File: src/rlr_pkg.sv
// rlr_pkg: shared types and constants of the running linear regression block
// word layouts, step codes of the fit sequence, controller/datapath command and status
// no dependencies
package rlr_pkg;

    localparam int MAX_POINTS  = 65536;
    localparam int SAMPLE_BITS = 16;
    localparam int MIN_FIT     = 3;

    localparam int CNT_W     = 17;
    localparam int SX_W      = 33;
    localparam int SQ_W      = 47;
    localparam int SXY_W     = 48;
    localparam int MUL_W     = 64;
    localparam int MUL_DIG_W = 16;
    localparam int MUL_CNT_W = 2;
    localparam int PROD_W    = 128;
    localparam int NUMA_W    = 96;
    localparam int DIV_W     = 192;
    localparam int QUO_W     = 65;
    localparam int K_W       = 7;
    localparam int RATIO_K   = 33;
    localparam int ERR_K     = 64;
    localparam int RATIO_FRAC = 17;
    localparam int STAT_FRAC  = 32;
    localparam int SQ_IN_W   = 68;
    localparam int ROOT_W    = 34;
    localparam int SQ_CNT_W  = 6;

    localparam logic [RATIO_K-1:0] Q_ONE = 33'h1_0000_0000;

    typedef struct packed {
        logic signed [SAMPLE_BITS-1:0] x_value;
        logic signed [SAMPLE_BITS-1:0] y_value;
        logic                          start_new;
    } rlr_in_t;

    typedef struct packed {
        logic signed [31:0] intercept;
        logic signed [31:0] slope;
        logic [16:0]        r_squared;
        logic [16:0]        correlation;
        logic [31:0]        std_error;
        logic               fit_valid;
        logic [CNT_W-1:0]   point_count;
        logic               count_full;
    } rlr_out_t;

    typedef enum logic [4:0] {
        STEP_NSXX,
        STEP_DX,
        STEP_NSYY,
        STEP_DY,
        STEP_NSXY,
        STEP_NXY,
        STEP_SYSXX,
        STEP_NUMA,
        STEP_N2,
        STEP_DD,
        STEP_NN2,
        STEP_DEN,
        STEP_DIV_SLOPE,
        STEP_DIV_ICPT,
        STEP_DIV_R2,
        STEP_DIV_ERR,
        STEP_SQ_CORR,
        STEP_SQ_ERR
    } step_t;

    typedef struct packed {
        logic  accept;
        logic  start;
        logic  commit;
        logic  load_out;
        step_t step;
    } rlr_cmd_t;

    typedef struct packed {
        logic unit_done;
        logic fit_ok;
    } rlr_stat_t;

endpackage

File: src/rlr_ctrl.sv
// rlr_ctrl: sequencer of the running linear regression block
// walks the fit steps, handshakes both channels, drives commands into rlr_dp
// depends on rlr_pkg
module rlr_ctrl (
    input  logic                 aclk,
    input  logic                 aresetn,
    input  logic                 s_valid,
    output logic                 s_ready,
    output logic                 m_valid,
    input  logic                 m_ready,
    input  rlr_pkg::rlr_stat_t   stat,
    output rlr_pkg::rlr_cmd_t    cmd
);

    typedef enum logic [3:0] {
        ST_IDLE  = 4'b0001,
        ST_ISSUE = 4'b0010,
        ST_WAIT  = 4'b0100,
        ST_OUT   = 4'b1000
    } state_t;

    state_t         state_reg, state_next;
    rlr_pkg::step_t step_reg, step_next;
    logic           m_valid_reg, m_valid_next;
    logic           accept;

    assign s_ready = (state_reg == ST_IDLE);
    assign accept  = s_valid & s_ready;
    assign m_valid = m_valid_reg;

    always_comb begin
        state_next   = state_reg;
        step_next    = step_reg;
        m_valid_next = m_valid_reg & ~m_ready;
        cmd.accept   = accept;
        cmd.start    = 1'b0;
        cmd.commit   = 1'b0;
        cmd.load_out = 1'b0;
        cmd.step     = step_reg;
        unique case (state_reg)
            ST_IDLE: begin
                if (accept) begin
                    step_next  = rlr_pkg::STEP_NSXX;
                    state_next = ST_ISSUE;
                end
            end
            ST_ISSUE: begin
                if (step_reg == rlr_pkg::STEP_NSYY && !stat.fit_ok) begin
                    state_next = ST_OUT;
                end else begin
                    cmd.start  = 1'b1;
                    state_next = ST_WAIT;
                end
            end
            ST_WAIT: begin
                if (stat.unit_done) begin
                    cmd.commit = 1'b1;
                    if (step_reg == rlr_pkg::STEP_SQ_ERR) begin
                        state_next = ST_OUT;
                    end else begin
                        step_next  = rlr_pkg::step_t'(step_reg + 5'd1);
                        state_next = ST_ISSUE;
                    end
                end
            end
            ST_OUT: begin
                if (!m_valid_reg || m_ready) begin
                    cmd.load_out = 1'b1;
                    m_valid_next = 1'b1;
                    state_next   = ST_IDLE;
                end
            end
            default: begin
                state_next = ST_IDLE;
            end
        endcase
    end

    always_ff @(posedge aclk) begin
        if (!aresetn) begin
            state_reg   <= ST_IDLE;
            step_reg    <= rlr_pkg::STEP_NSXX;
            m_valid_reg <= 1'b0;
        end else begin
            state_reg   <= state_next;
            step_reg    <= step_next;
            m_valid_reg <= m_valid_next;
        end
    end

endmodule

File: config.mk
export PLATFORM = sky130hd
export DESIGN_NAME = rlr_ctrl
export DESIGN_NICKNAME = d
export VERILOG_FILES = /design/src/rlr_pkg.sv /design/src/rlr_ctrl.sv
export SDC_FILE = /design/constraint.sdc
export NUM_CORES = 1
export LEC_CHECK = 0
export ABC_CLOCK_PERIOD_IN_PS = 1700
export BUFFER_PORTS_ARGS = -buffer_cell sky130_fd_sc_hd__buf_2
export CAP_MARGIN = 40
export CORE_AREA = 2 2 39 41
export DETAILED_ROUTE_END_ITERATION = 16
export DIE_AREA = 0 0 41 43
export PLACE_DENSITY_LB_ADDON = 0.1
export SLEW_MARGIN = 20
export SYNTH_ARGS = -nofsm -noshare
export SYNTH_HDL_FRONTEND = slang
export SYNTH_SLANG_ARGS = --single-unit
File: constraint.sdc
create_clock -name aclk -period 1.7 [get_ports aclk]
set_input_delay 0.255 -clock aclk [delete_from_list [all_inputs] [get_ports aclk]]
set_output_delay 0.255 -clock aclk [all_outputs]
set_load 0.05 [all_outputs]
==> results of run 1 <==
[Yosys cell counts (all sizes together), types with 2 or more instances]
| master | n | area share [%] |
|---|---|---|
| a21boi | 2 | 2.4 |
| a21oi | 4 | 3.2 |
| a31oi | 3 | 3.0 |
| a41oi | 2 | 2.8 |
| buf | 2 | 2.0 |
| dfxtp | 10 | 32 |
| ha | 3 | 6.0 |
| inv | 3 | 1.8 |
| nand2 | 6 | 3.6 |
| nand2b | 2 | 2.0 |
| nand3 | 7 | 5.6 |
| nand3b | 2 | 2.4 |
| nor2 | 2 | 1.2 |
| nor2b | 3 | 3.0 |
| nor4b | 4 | 13 |
| o21ai | 4 | 3.2 |
[routing by layer]
layer | vias to the layer above | global-route usage, %
li1 | 307 | -
met1 | 306 | 26.1
met3 | 4 | 4.71
met5 | - | 0
met4 | 0 | 8.00
met2 | 12 | 31.3
[how the worst max path moves through the flow]
| stage | slack (ns) | endpoint | depth (start not counted) |
|---|---|---|---|
| floorplan | -0.13 | cmd[8] | 5 |
| global placement | 0.14 | step_reg[3]$_SDFFE_PN0P_ | 6 |
| detailed placement | 0.1 | step_reg[3]$_SDFFE_PN0P_ | 6 |
| CTS | 0.02 | cmd[8] | 4 |
| global route | -0.006 | step_reg[1]$_SDFFE_PN0P_ | 7 |
| finish | 0.05 | step_reg[4]$_SDFFE_PN0P_ | 6 |
[layout by cell type, fill, tap and decap left out, types with 2 or more instances in the layout]
| cell type | Yosys | layout |
|---|---|---|
| dfxtp_2 | 0 | 4 |
| buf_2 | 1 | 12 |
| inv_1 | 3 | 3 |
| ha_1 | 3 | 3 |
| o21ai_0 | 4 | 4 |
| buf_4 | 1 | 10 |
| a21boi_0 | 2 | 2 |
| nor4b_4 | 3 | 3 |
| dfxtp_1 | 10 | 4 |
| nor2_1 | 2 | 2 |
| nand2b_1 | 2 | 2 |
| nand3b_1 | 2 | 2 |
| nor2b_1 | 3 | 3 |
| a21oi_1 | 4 | 3 |
| nand2_1 | 6 | 5 |
| a31oi_1 | 3 | 3 |
| dfxtp_4 | 0 | 2 |
| clkbuf_4 | 0 | 4 |
| nand3_1 | 7 | 6 |
[layout make-up]
cell class / count / area (um2)
Inverter: 3 / 11.3
Sequential cell: 10 / 213
Clock buffer: 4 / 36.3
Tap cell: 16 / 20.0
Timing Repair Buffer: 24 / 154
Fill cell: 118 / 527
Multi-Input combinational cell: 53 / 423
[repair_timing]
action / in CTS / in global routing
gates cloned: 0 / 0
endpoints found under the setup margin: 3 / 9
pin swaps: 2 / 4
setup buffers: 2 / 3
gates resized for setup: 4 / 9
hold buffers: 0 / 0
[critical path: cells and delay by family, from the launching register on]
family | cells | cell delay (ns)
and+or+nand+nor | 2 | 0.67
adders and majority gates | 1 | 0.17
buffers and inverters | 1 | 0.05
AOI/OAI and AO/OA | 2 | 0.31
DFF | 1 | 0.38
[metrics by stage]
stage,hold slack [ns],total power (W)
after floorplan,0.453,0.000323
after global placement,0.489,0.000335
after detailed placement,0.502,0.000336
after CTS,0.257,0.000558
after global routing,0.269,0.000587
final,0.254,0.000562
[cells by family (layout without fill, tap and decap cells)]
logic type / after synthesis / count (layout)
simple gates: 32 / 32
fa+ha+maj: 3 / 3
buf+inv: 6 / 31
compound gates: 18 / 18
flops: 10 / 10
[where the power goes]
group / switching [W] / internal, W
Clock: 0.0000917 / 0.000130
Sequential: 0.0000110 / 0.000236
Combinational: 0.0000556 / 0.0000374
==> metrics.yaml, run 1 <==
status:
  status: "finished, final reports clean"
route:
  m1WireLength_um: 718
  vias: 629
  drtPass1Iterations: 4
  wl_per_cell_um: 13.8
  top_layer_used: "met4"
  drtAntennaViolNets: 0
  viasPerCell: 5.72
  initialDrtViolationCount: 5
  wl_met2_um: 715
  route.met3.wl_um: 56
  drc: 0
  postRouteWirelength_mm: 1.52
synth:
  syn_inst: 69
  async_flop_share_pct: 0
  synth_edf_count: 0
  yosys.area_share.adder_pct: 6.01
  synth_compound_area_share_pct: 18.2
  syn-num-nets: 78
  netlist_area_um2: 624
  synth_simple_gate_area_share_pct: 39.3
  synth.area.mux_share_pct: 0
  ys.flop_type: "dfxtp_1"
  synth-seq-cells: 10
  synth_top_family_by_area: "simple AND/OR/NAND/NOR gates"
  synthDistinctLibCells: 28
  synthXorXnorAreaFrac_pct: 0
  yosysSeqAreaShare_pct: 32.1
  ys_warn_count: 0
  synth_area_per_cell_um2: 9.05
pwr:
  p_per_area_nw_per_um2: 656
  irDropWorstVdd_uv: 395
  power_leakage_nw: 0.355
min_path:
  worstHoldPathCells: 2
  hold_path_end: "state_reg[0]$_SDFFE_PN1P_"
  min_path_type: "primary input to flop"
  hp-start: "aresetn"
setup_path:
  cp_slowest_cell: "nor4b_4"
  crit_path_cell_trace: "inv_1, ha_1, and4bb_2, nor4b_4, a41oi_2, a31oi_1"
  rrSetupSlack_ns: 0.05
  cp-end-kind: "flop"
  timing.rr.start: "step_reg[1]$_SDFFE_PN0P_"
  reg2reg_depth: 6
  crit_start: "step_reg[1]$_SDFFE_PN0P_"
  worst_path_largest_cell_delay_ns: 0.42
  cp_data_arrival_time_ns: 1.85
  path_class: "flop to flop"
  setup.worst_path.start_class: "flop"
  cp_data_required_time_ns: 1.90
  reg2reg_to: "step_reg[4]$_SDFFE_PN0P_"
  path_max_fanout: 6
placed_design:
  dp_hpwl_mm: 1.09
  io_buffers: 16
  gp_congestion: 0.789
  dp.cells: 101
  place_ws_ns: 0.0965
  placed_area_um2: 746
floorplanning:
  die_h_um: 43
  initial_core_util_pct: 45.1
  dieArea_um2: 1760
  core_area_um2: 1380
  rows: 14
  io_pins: 17
  die_x_um: 41
flow_run:
  max_cap_violations: 0
clocking:
  cts_buffers: 3
  cts_max_level: 1
  cts-root-buf: "clkbuf_4"
  clk_pin_slew_worst_paths_ns: 0.08
  cts_tree: "yes"
  clockBufferDepth: 2
  cts.sinks: 10
  worstSkewPairLatency_ns: 0.27
final_layout:
  drive_gt1_share_pct: 45.7
  largest_reg_flops: 5
  antennaDiodeCount: 0
  final_util_pct: 61.9
  stdcell_area_um2: 857
  area_growth_pct: 37.3
  nNetsFinal: 104
  stdcell_count: 110
global_route:
  grt_use_total_pct: 20.3
  grt_pass1_wl_mm: 2.41
  grt_overflow: 0
  antenna_found_initial: 0
  grt_pass1_vias: 545
  grt_max_degree: 12
timing:
  setup_tns_ns: 0
  relSlewSlack_pct: 74.7
  max_freq_mhz: 605
  finalHoldViolCount: 0
  worstMarginPinSlew_ns: 0.378
  setup_viol: 0
  final_max_slew_viol_count: 0
  finalClockSkew_ns: 0.00733
  worst_slack_ns: 0.0480
  finalCriticalPeriod_ns: 1.65
  period_share_pct: 97.2
(Power assumes the default switching activity.)
==> inputs of run 2 (changes only) <==
--- a/config.mk
+++ b/config.mk
@@ -6,7 +6,7 @@
 export NUM_CORES = 1
 export LEC_CHECK = 0
 export ABC_CLOCK_PERIOD_IN_PS = 1700
-export BUFFER_PORTS_ARGS = -buffer_cell sky130_fd_sc_hd__buf_2
+export BUFFER_PORTS_ARGS = -buffer_cell sky130_fd_sc_hd__clkbuf_2
 export CAP_MARGIN = 40
 export CORE_AREA = 2 2 39 41
 export DETAILED_ROUTE_END_ITERATION = 16
==> run 2 against run 1 <==
  * Setup slack worse by 0.0036 ns
  * Clock power hardly changed
  * Hold slack better by 0.010 ns
  * Die area stayed put
  * Clock skew is 0.0057 ns lower
  * First-iteration DRC count grew to 3.8 times the previous value
  * Critical path depth is 2 lower
  * Sequential power hardly changed
  * Critical path type is now flop to primary output
  * Largest cell class unchanged
==> metrics.yaml, run 2 (synthesized netlist as in run 1, its figures left out) <==
floorplanning:
  die_x_um: 41  # unchanged
  rows: 14  # unchanged
  dieArea_um2: 1760  # unchanged
  io_pins: 17  # unchanged
  initial_core_util_pct: 45.1  # unchanged
  die_h_um: 43  # unchanged
  core_area_um2: 1380  # unchanged
setup_path:
  cp-end-kind: "primary output"
  path_max_fanout: 7  # +1
  setup.worst_path.start_class: "flop"
  cp_data_required_time_ns: 1.44  # -0.46 ns
  path_class: "flop to primary output"
  cp_data_arrival_time_ns: 1.40  # -0.45 ns
global_route:
  grt_use_total_pct: 21.2  # +0.87 points
  antenna_found_initial: 0  # unchanged
  grt_overflow: 0  # unchanged
  grt_pass1_wl_mm: 2.49  # +3.4%
  grt_pass1_vias: 545  # unchanged
  grt_max_degree: 12  # unchanged
placed_design:
  io_buffers: 16  # unchanged
  gp_congestion: 0.788  # about the same
  dp_hpwl_mm: 1.02  # -6.2%
final_layout:
  antennaDiodeCount: 0  # unchanged
  area_growth_pct: 36.5
  layout_common_cells: "11 x clkbuf_2, 9 x buf_4, 7 x nand3_1"
  multiInputGateArea_um2: 420  # -0.59%
  fillers: 116  # -1.7%
  final_common_cell: "clkbuf_2"
  drive_gt1_share_pct: 46.8  # +1.1 points
  seq_area_um2: 210  # -1.2%
  largest_reg_flops: 5  # unchanged
  nNetsFinal: 104  # unchanged
route:
  drtPass1Iterations: 4  # unchanged
  initialDrtViolationCount: 19  # +14
  vias: 640  # +1.7%
  viasPerCell: 5.82  # +1.7%
  drtAntennaViolNets: 0  # unchanged
  wl_per_cell_um: 13.7  # -0.26%
  postRouteWirelength_mm: 1.51  # -0.26%
  drc: 0  # unchanged
timing:
  worstMarginPinSlew_ns: 0.378  # +0.000493 ns
  setup_viol: 0  # unchanged
  finalHoldViolCount: 0  # unchanged
  whs_ns: 0.264  # +0.0101 ns
  relSlewSlack_pct: 74.7  # about the same
  period_share_pct: 97.4  # +0.21 points
  final_max_slew_viol_count: 0  # unchanged
  max_freq_mhz: 604  # -0.22%
  rsz0062_at_grt: "true"
  finalCriticalPeriod_ns: 1.66  # +0.00359 ns
  finalClockSkew_ns: 0.00159  # -0.00574 ns
flow_run:
  max_cap_violations: 0  # unchanged
clocking:
  cts.sinks: 10  # unchanged
  worstSkewPairLatency_ns: 0.27  # about the same
  cts-root-buf: "clkbuf_4"
  cts_tree: "yes"
  cts_max_level: 1  # unchanged
  clk_pin_slew_worst_paths_ns: 0.07  # about the same
  clockBufferDepth: 2  # unchanged
  cts_buffers: 3  # unchanged
pwr:
  p_total_w: 0.000570  # +1.5%
  irDropWorstVdd_uv: 383  # -2.9%
  power_leakage_nw: 0.349  # -1.7%
  p_per_area_nw_per_um2: 669  # +2.1%
min_path:
  min_path_type: "primary input to flop"
status:
  status: "finished, final reports clean"
[run 2: area by class of cell]
cell class / instances / share of cell area (%)
Timing Repair Buffer: 24 / 18.1
Multi-Input combinational cell: 53 / 49.3
Clock buffer: 4 / 4.26
Inverter: 3 / 1.32
Sequential cell: 10 / 24.7
Tap cell: 16 / 2.35
[run 2: path summary, 6_finish.rpt]
path	startpoint	to	slack [ns]	cells after the start
setup / recovery	state_reg[3]$_SDFFE_PN0P_	cmd[8]	0.04	4
setup reg to reg	state_reg[3]$_SDFFE_PN0P_	step_reg[4]$_SDFFE_PN0P_	0.07	5
hold reg to reg	step_reg[1]$_SDFFE_PN0P_	step_reg[1]$_SDFFE_PN0P_	0.52	2
hold / removal	aresetn	state_reg[0]$_SDFFE_PN1P_	0.26	2
[run 2: metrics by stage]
stage / instance area, um2 / util (%) / cells / setup TNS, ns / setup slack, ns
floorplan: 649 / - / 69 / -0.382 / -0.128
CTS: 800 / 57.8 / 106 / 0 / 0.00440
finish: 852 / 61.6 / 110 / 0 / 0.0444
global placement: 746 / 53.9 / 101 / 0 / 0.138
global route: 852 / 61.6 / 110 / -0.0365 / -0.0191
detailed placement: 746 / 53.9 / 101 / 0 / 0.0792
[run 2: report_power, final]
part           leakage (nW)  internal (W)  switching [W]
Clock                0.0210      0.000130      0.0000948
Combinational         0.245     0.0000408      0.0000553
Sequential           0.0834      0.000238      0.0000114
Total                 0.349      0.000409       0.000161
[run 2: per-layer routing]
metal | global-route usage, % | vias to the layer above | wire (um)
met3 | 3.14 | 4 | 86
li1 | - | 307 | -
met4 | 12.7 | 0 | 26
met1 | 28.7 | 305 | 686
met2 | 30.3 | 24 | 712
met5 | 0 | - | 0
[run 2: worst max-delay path, cell delays in order, from the launching register on]
cell      delay (ns)
dfxtp_2         0.38
nor4b_4         0.36
nand2_2         0.10
inv_1           0.07
clkbuf_4        0.22
[run 2: what timing repair did]
action                                  4_1_cts  5_1_grt
pin swaps                                     1        4
endpoints found under the setup margin        4        7
buffers inserted                              1        4
cloned                                        0        0
hold buffers                                  0        0
gates resized for setup                       5       10
==> inputs of run 3 (changes only) <==
--- a/config.mk
+++ b/config.mk
@@ -5,14 +5,16 @@
 export SDC_FILE = /design/constraint.sdc
 export NUM_CORES = 1
 export LEC_CHECK = 0
+export ABC_AREA = 1
 export ABC_CLOCK_PERIOD_IN_PS = 1700
 export BUFFER_PORTS_ARGS = -buffer_cell sky130_fd_sc_hd__clkbuf_2
 export CAP_MARGIN = 40
-export CORE_AREA = 2 2 39 41
+export CORE_UTILIZATION = 50
+export CTS_CLUSTER_DIAMETER = 120
 export DETAILED_ROUTE_END_ITERATION = 16
-export DIE_AREA = 0 0 41 43
 export PLACE_DENSITY_LB_ADDON = 0.1
 export SLEW_MARGIN = 20
 export SYNTH_ARGS = -nofsm -noshare
 export SYNTH_HDL_FRONTEND = slang
 export SYNTH_SLANG_ARGS = --single-unit
+export TNS_END_PERCENT = 5
==> run 3 against run 2 <==
  * Critical path depth did not move
  * Wire length fell by 4.2%
  * Largest cell class unchanged
  * Core utilization rose by 2.1 points
  * Critical path type unchanged
==> metrics.yaml, run 3 <==
timing:
  worst_slack_ns: 0.0783  # +0.0339 ns
  period_share_pct: 95.4  # -2.0 points
  finalHoldViolCount: 0  # unchanged
  rsz0062_at_grt: "false"
  setup_tns_ns: 0  # unchanged
  max_freq_mhz: 617  # +2.1%
  final_max_slew_viol_count: 0  # unchanged
  finalClockSkew_ns: 0.00324  # +0.00164 ns
  whs_ns: 0.214  # -0.0504 ns
  finalCriticalPeriod_ns: 1.62  # -0.0339 ns
  relSlewSlack_pct: 81.2  # +6.5 points
  worstMarginPinSlew_ns: 0.283  # -0.0948 ns
  setup_viol: 0  # unchanged
floorplanning:
  io_pins: 17  # unchanged
  die_x_um: 39.1  # -4.6%
  die_h_um: 39.1  # -9.1%
  core_area_um2: 1280  # -7.1%
  rows: 13  # -1
  dieArea_um2: 1530  # -13%
  initial_core_util_pct: 53.6  # +8.4 points
route:
  drc: 0  # unchanged
  postRouteWirelength_mm: 1.45  # -4.2%
  drtPass1Iterations: 4  # unchanged
  viasPerCell: 4.92  # -15%
  wl_per_cell_um: 10.3  # -25%
  drtAntennaViolNets: 0  # unchanged
  initialDrtViolationCount: 13  # -6
  vias: 694  # +8.4%
final_layout:
  stdcell_area_um2: 818  # -4.0%
  largest_reg_flops: 5  # unchanged
  stdcell_count: 141  # +28%
  area_growth_pct: 18.9
  final_common_cell: "nand2_1"
  drive_gt1_share_pct: 27.8  # -19 points
  antennaDiodeCount: 0  # unchanged
  nNetsFinal: 137  # +32%
  layout_common_cells: "21 x nand2_1, 19 x inv_1, 15 x clkbuf_2"
clocking:
  cts_buffers: 3  # unchanged
  cts_max_level: 1  # unchanged
  cts_hold_buf: 0  # unchanged
  cts_tree: "yes"
  clk_pin_slew_worst_paths_ns: 0.06  # about the same
  cts.sinks: 10  # unchanged
  cts-root-buf: "clkbuf_4"
  clockBufferDepth: 2  # unchanged
  worstSkewPairLatency_ns: 0.27  # about the same
global_route:
  grt_pass1_wl_mm: 2.01  # -19%
  grt_overflow: 0  # unchanged
  grt_pass1_vias: 486  # -11%
  grt_use_total_pct: 20.2  # -0.91 points
  antenna_found_initial: 0  # unchanged
  grt_max_degree: 10  # -2
synth:
  yosys.area_share.adder_pct: 5.45  # -0.56 points
  synthXorXnorAreaFrac_pct: 1.27  # +1.3 points
  synth-seq-cells: 10  # unchanged
  synth_compound_area_share_pct: 7.64  # -11 points
  synthTopCellsByArea: "dfxtp_1 29%, nand2_1 12%, inv_1 11%, nand3_1 10%, nor2_1 7.1%"
  async_flop_share_pct: 0  # unchanged
  synth_area_per_cell_um2: 6.37  # -30%
  synth.most_common_cell: "nand2_1"
  ys_warn_count: 0  # unchanged
  synth_common_cells: "22 x nand2_1, 20 x inv_1, 14 x nand3_1"
  synth.area.mux_share_pct: 0  # unchanged
  synth_largest_area_cell: "dfxtp_1"
  synth_simple_gate_area_share_pct: 42.4  # +3.1 points
  syn-num-nets: 117  # +50%
  netlist_area_um2: 688  # +10%
  synth_top_family_by_area: "simple AND/OR/NAND/NOR gates"
  yosysSeqAreaShare_pct: 29.1  # -3.0 points
  synth_top_area_share_pct: 29.1  # -3.0 points
  ys.flop_type: "dfxtp_1"
  syn_inst: 108  # +57%
  synth_edf_count: 0  # unchanged
  synthDistinctLibCells: 18  # -36%
flow_run:
  max_cap_violations: 0  # unchanged
min_path:
  min_path_type: "primary input to flop"
  hp-start: "aresetn"
  hold_path_end: "state_reg[0]$_SDFFE_PN1P_"
  worstHoldPathCells: 2  # unchanged
pwr:
  power_leakage_nw: 0.422  # +21%
  p_per_area_nw_per_um2: 1220  # +83%
  irDropWorstVdd_uv: 923  # +140%
placed_design:
  placed_area_um2: 777  # +4.2%
  dp.cells: 138  # +37%
  dp_hpwl_mm: 1.11  # +9.0%
  io_buffers: 16  # unchanged
  gp_congestion: 0.840  # +6.6%
  place_ws_ns: 0.209  # +0.130 ns
setup_path:
  setup.worst_path.start_class: "flop"
  cp_slowest_cell: "dfxtp_1"
  worst_path_largest_cell_delay_ns: 0.34  # -0.04 ns
  timing.rr.start: "step_reg[1]$_SDFFE_PN0P_"
  path_max_fanout: 4  # -3
  cp-end-kind: "primary output"
  crit_path_cell_trace: "nor2_1, nand3_1, a21oi_1, clkbuf_2"
  reg2reg_depth: 10  # +5
  reg2reg_to: "step_reg[3]$_SDFFE_PN0P_"
  path_class: "flop to primary output"
  rrSetupSlack_ns: 0.42  # +0.35 ns
  cp_data_arrival_time_ns: 1.37  # -0.03 ns
  cp_data_required_time_ns: 1.44  # about the same
status:
  status: "finished, final reports clean"
run 3: report_power, final:
part           leakage [nW]  total (W)  internal [W]  switching [W]
Combinational         0.325   0.000524      0.000145       0.000379
Clock                0.0138   0.000159     0.0000817      0.0000777
Sequential           0.0828   0.000318      0.000271      0.0000478
run 3: kinds of logic after synthesis:
family	Yosys count
AOI/OAI and AO/OA	10
DFF	10
buffers and inverters	23
and+or+nand+nor	61
xor gates and xnor gates	1
adders and majority gates	3
run 3: metrics by stage:
| stage | utilization, % | total power [W] |
|---|---|---|
| global placement | 60.5 | 0.000834 |
| floorplan | - | 0.000748 |
| finish | 63.7 | 0.00100 |
| CTS | 63.0 | 0.000999 |
| detailed placement | 60.5 | 0.000832 |
| global route | 63.7 | 0.00106 |
run 3: worst max-delay path by stage:
| stage | from | end | slack, ns | cells past startpoint |
|---|---|---|---|---|
| final | state_reg[1]$_SDFFE_PN0P_ | cmd[5] | 0.08 | 4 |
| after global routing | step_reg[0]$_SDFFE_PN0P_ | cmd[7] | 0.003 | 8 |
| after global placement | step_reg[0]$_SDFFE_PN0P_ | cmd[7] | 0.31 | 8 |
| after detailed placement | step_reg[1]$_SDFFE_PN0P_ | cmd[7] | 0.21 | 7 |
| after CTS | step_reg[0]$_SDFFE_PN0P_ | cmd[7] | 0.02 | 8 |
| after floorplan | step_reg[1]$_SDFFE_PN0P_ | cmd[7] | 0.02 | 6 |
run 3: critical path, delay by kind of cell, from the launching register on:
| kind | cells | cell delay [ns] |
|---|---|---|
| flops | 1 | 0.34 |
| simple gates | 2 | 0.33 |
| buf+inv | 1 | 0.29 |
| compound gates | 1 | 0.14 |
run 3: final cells by class:
| type | count | area (um2) |
|---|---|---|
| multi-input combinational | 75 | 395 |
| clock buffer | 3 | 22.5 |
| tap | 15 | 18.8 |
| inverter | 21 | 78.8 |
| timing repair buffer | 17 | 97.6 |
| sequential | 10 | 205 |
| fill | 128 | 467 |
run 3: per-layer routing:
layer | GRT usage (%) | wire (um) | up-vias
met4 | 12.9 | 34 | 0
met2 | 25.8 | 608 | 22
li1 | - | - | 375
met3 | 3.47 | 76 | 4
met1 | 30.1 | 729 | 293
met5 | 0 | 0 | -
run 3: what timing repair did:
action	4_1_cts	5_1_grt
setup endpoints to repair	1	1
pin swaps	0	1
setup buffers	0	0
gates resized for setup	3	5
